===== src/design/c2smap_ram.sv =====
// Generic single-write, single-read RAM with a registered read port.
// No dependencies; contents are undefined until written.
module c2smap_ram #(
  parameter int unsigned WIDTH = 64,
  parameter int unsigned DEPTH = 64,
  localparam int unsigned AW = (DEPTH > 1) ? $clog2(DEPTH) : 1
) (
  input  logic             clk,
  input  logic             we,
  input  logic [AW-1:0]    waddr,
  input  logic [WIDTH-1:0] wdata,
  input  logic [AW-1:0]    raddr,
  output logic [WIDTH-1:0] rdata
);

  logic [WIDTH-1:0] mem [DEPTH];

  always_ff @(posedge clk) begin
    if (we) begin
      mem[waddr] <= wdata;
    end
    rdata <= mem[raddr];
  end

endmodule


===== config.mk =====
export PLATFORM = sky130hd
export DESIGN_NAME = c2smap_ram
export DESIGN_NICKNAME = d
export VERILOG_FILES = /design/src/design/c2smap_ram.sv
export SDC_FILE = /design/constraint.sdc
export NUM_CORES = 2
export LEC_CHECK = 0
export BUFFER_PORTS_ARGS = -buffer_cell sky130_fd_sc_hd__buf_2
export CORE_UTILIZATION = 50
export DETAILED_ROUTE_END_ITERATION = 12
export GPL_ROUTABILITY_DRIVEN = 0
export PLACE_DENSITY = 0.65
export SETUP_SLACK_MARGIN = 0.05
export SYNTH_ARGS = -nofsm -noshare
export SYNTH_HDL_FRONTEND = slang
export SYNTH_SLANG_ARGS = --single-unit

===== constraint.sdc =====
create_clock -name clk -period 15.2 [get_ports clk]
set_input_delay 0.76 -clock clk [delete_from_list [all_inputs] [get_ports clk]]
set_output_delay 0.76 -clock clk [all_outputs]
set_load 0.05 [all_outputs]

* After elaboration in Yosys (flattened, before gate mapping)
Memory sizes are Yosys's and may differ from the RTL's. A register that Yosys moved wholly into a read port is not among the register bits.
Cells that the tools add are included.
** Operators by class
- Mux-type cells :: 2
** Operator list (number)
- 1-bit two-way mux :: 2
** Word-level totals
- Register bits after elaboration :: 0
- Bits in writable memories :: 4096
- Input bits :: 78
- Output and inout port bits :: 64
- Word-level logic and storage cells :: 3
- Memories kept :: 1
** Memories
- mem :: words 64, bits a word 64, rd ports 1, clocked after Yosys merged registers in 1, wr ports 1, line 16 : logic [WIDTH-1:0] mem [DEPTH];

* Logic depth before layout (Yosys ltp)
- Word-level depth :: 2
- Mapped depth :: 9
- Depth with buffers taken out :: 5

* Least setup slack after synthesis
OpenSTA, ideal clock, no wires.
- Path kind :: input to register
- From :: input waddr[3]
- To :: memory mem[48][0], enable pin
- Data arrival time :: 5.632 ns
- Setup slack :: 9.004 ns
- Stages on the path :: 4
- Cell sequence :: clkbuf_1 nor2b_1 nand4b_1 nor3_1
** RTL lines
- start, declared :: line 10 : input logic [AW-1:0] waddr,
- end, declared :: line 16
Straight into the memory's write port.

==> metrics.yaml <==
fin_skew_ns: 0.0670
p_seq_frac: 0.528
min_path_cells: 1
power.internal_uw: 19100
crit_path_max_fanout: 86
clkPwrFrac: 0.426
grt_antenna_before_repair: 43
syn_inst: 6598
cts_resized: 0
fin_crit_sh: 0.309
syn_to_final_growth_pct: 12.8
p_switching_uw: 5140
synth_edf_count: 4096
maxClockFrequency_mhz: 213
finalPower_uw: 24200
async_flop_share: 0
grt_setup_unrepaired: "false"
drc: 0
combPwrFrac: 0.047
synthAdderAreaFrac: 0
setup_viol: 0
hold_start: "wdata[3]"
clkLatencyLatePin_ns: 0.99
hold_end: "mem[56][3]"
routed_wl_microns: 425000
p_leak_uw: 0.0549
cts_tree: "done"
syn_avg_cell_area_sq_um: 23.7
synth.top_cell.area_share: 0.787
ant_nets: 0
hold_slack_ns: 0.491
cts.path.max_buffers: 4
drv_slew: 0
synth_top_family_by_area: "multiplexers"
port_buffers: 141
reg2reg_depth: 5
hold_violations: 0
tightest_slew_ns: 1.22
cts.sinks: 4160
ys_seq_area_frac: 0.795
grt_pass1_wl_microns: 591000
final_common_cell: "edfxtp_1"
ys_warn_count: 0
postCtsHoldBufs: 0
die_h_microns: 561
first_global_vias: 75481
nets: 7060
vias: 75907
maxCapViolCount: 0
start_util: 0.505
min_period_ns: 4.70
htree_levels: 5
r2r_slack_ns: 13.11
place_area_sq_um: 163000
grtUsageTotal: 0.270
cp-start-kind: "primary input"
clk_pin_slew_worst_paths_ns: 0.06
post_cts_buffers: 0
syn_area_sq_um: 156000
grt.overflow.total: 0
dpl.hpwl_microns: 221000
die_w_microns: 561
viasPerCell: 6.62
coreArea_sq_um: 310000
synth.area.top_cells: "edfxtp_1, mux4_2, mux2i_1, dfxtp_1, a22oi_1"
synth_cell_types: 33
outcome: "finished clean"
rows: 204
ys.flop_type: "edfxtp_1"
reg2reg_to: "rdata[14]"
worstSetupEndpointType: "flop"
hp-class: "primary input to flop"
post_drt_wl_per_cell_microns: 37.0
cts_made_buffers: 410
synth_simple_gate_area_frac: 0.0124
setup-tns-final_ns: 0
post-route-cell-area_sq_um: 176000
switching_share: 0.212
syn-num-nets: 6676
cellPowerDensity_nw_per_um2: 137
die-area_sq_um: 315000
synthMuxAreaShare: 0.156
mostFrequentLayoutCells: "edfxtp_1, mux4_2, clkbuf_16"
dr.pass1.iters: 7
synth_compound_area_frac: 0.0248
worstSetupPathType: "primary input to flop"
ioPinCount: 142
timing.max_slew.rel_slack: 0.184
r2r-start: "mem[13][14]"
synthXorXnorAreaFrac: 0
yosysTopAreaCell: "edfxtp_1"
post-route-util: 0.569
grt_max_degree: 131
cp.arrival_ns: 5.47
clockRootBuffer: "clkbuf_16"
vdd_drop_max_mv: 0.116
drive_gt1_frac: 0.282
cp.required_ns: 15.97
yosys_register_bits: 4160
dr.first_iter.drc_count: 10639
fillers: 22142
## final cells by class
cell class | instances | area [sq um] | area share
Tap cell | 4120 | 5150 | 0.0292
Sequential cell | 4160 | 124000 | 0.704
Clock buffer | 519 | 10900 | 0.0619
Clock inverter | 239 | 2820 | 0.0160
Antenna cell | 25 | 62.6 | 0.000355
Multi-Input combinational cell | 2049 | 30800 | 0.174
Inverter | 19 | 71.3 | 0.000404
Timing Repair Buffer | 342 | 2340 | 0.0132
## power groups by stage
stage / clock network (uW) / registers (uW) / logic [uW]
finish: 10300 / 12800 / 1130
global route: 10800 / 12800 / 1190
CTS: 10400 / 12800 / 1140
detailed placement: 0 / 13000 / 1130
global placement: 0 / 13000 / 1110
floorplan: 0 / 13100 / 592
## Yosys cell counts (38+ instances only)
| master | instances |
|---|---|
| edfxtp_1 | 4096 |
| a211oi_1 | 63 |
| and3_1 | 64 |
| nand2_1 | 58 |
| clkbuf_1 | 140 |
| nor2_1 | 112 |
| a22o_1 | 88 |
| buf_2 | 170 |
| dfxtp_1 | 64 |
| o22ai_1 | 83 |
| mux2i_1 | 135 |
| a22oi_1 | 168 |
| nand3_1 | 45 |
| mux4_2 | 1024 |
| o221ai_1 | 38 |
## worst max-delay path: stages
cell and delay, ns:
buf_12 0.39, buf_4 0.66, buf_4 0.78, buf_4 0.65, buf_4 0.69, mux4_2 0.59, a22o_1 0.25, nor2_1 0.18
a211oi_1 0.11
## cell families after synthesis
group | count (synthesis)
multiplexers | 1159
AO/OA/AOI/OAI | 504
flip-flops | 4160
AND/OR/NAND/NOR | 386
buffers and inverters | 389
## per-stage QoR
step	cells	setup WS (ns)
floorplan	6598	9.00
global placement	10690	9.41
detailed placement	10690	9.40
CTS	11448	10.43
global route	11458	10.09
finish	11473	10.50
## registers in the layout, indices dropped and copies added (netlist names)
register,cells
mem,4096
rdata,64
## layer usage
layer	vias up	global-route usage	wire [microns]
met1	41386	0.380	161000
met3	726	0.0536	44900
met2	4506	0.431	206000
met5	-	0	24
li1	29285	-	-
met4	4	0.0830	13500
## how the worst max path moves through the flow
stage | from | end | slack [ns] | cells after the start
3_5_place_dp | raddr[0] | rdata[40] | 9.40 | 9
6_report | raddr[0] | rdata[40] | 10.50 | 9
5_1_grt | raddr[0] | rdata[37] | 10.09 | 9
3_3_place_gp | raddr[0] | rdata[37] | 9.41 | 9
4_1_cts | raddr[0] | rdata[40] | 10.43 | 9
2_1_floorplan | waddr[3] | mem[48][0] | 9.00 | 4
Note: power is estimated with default switching activity, not from simulation.
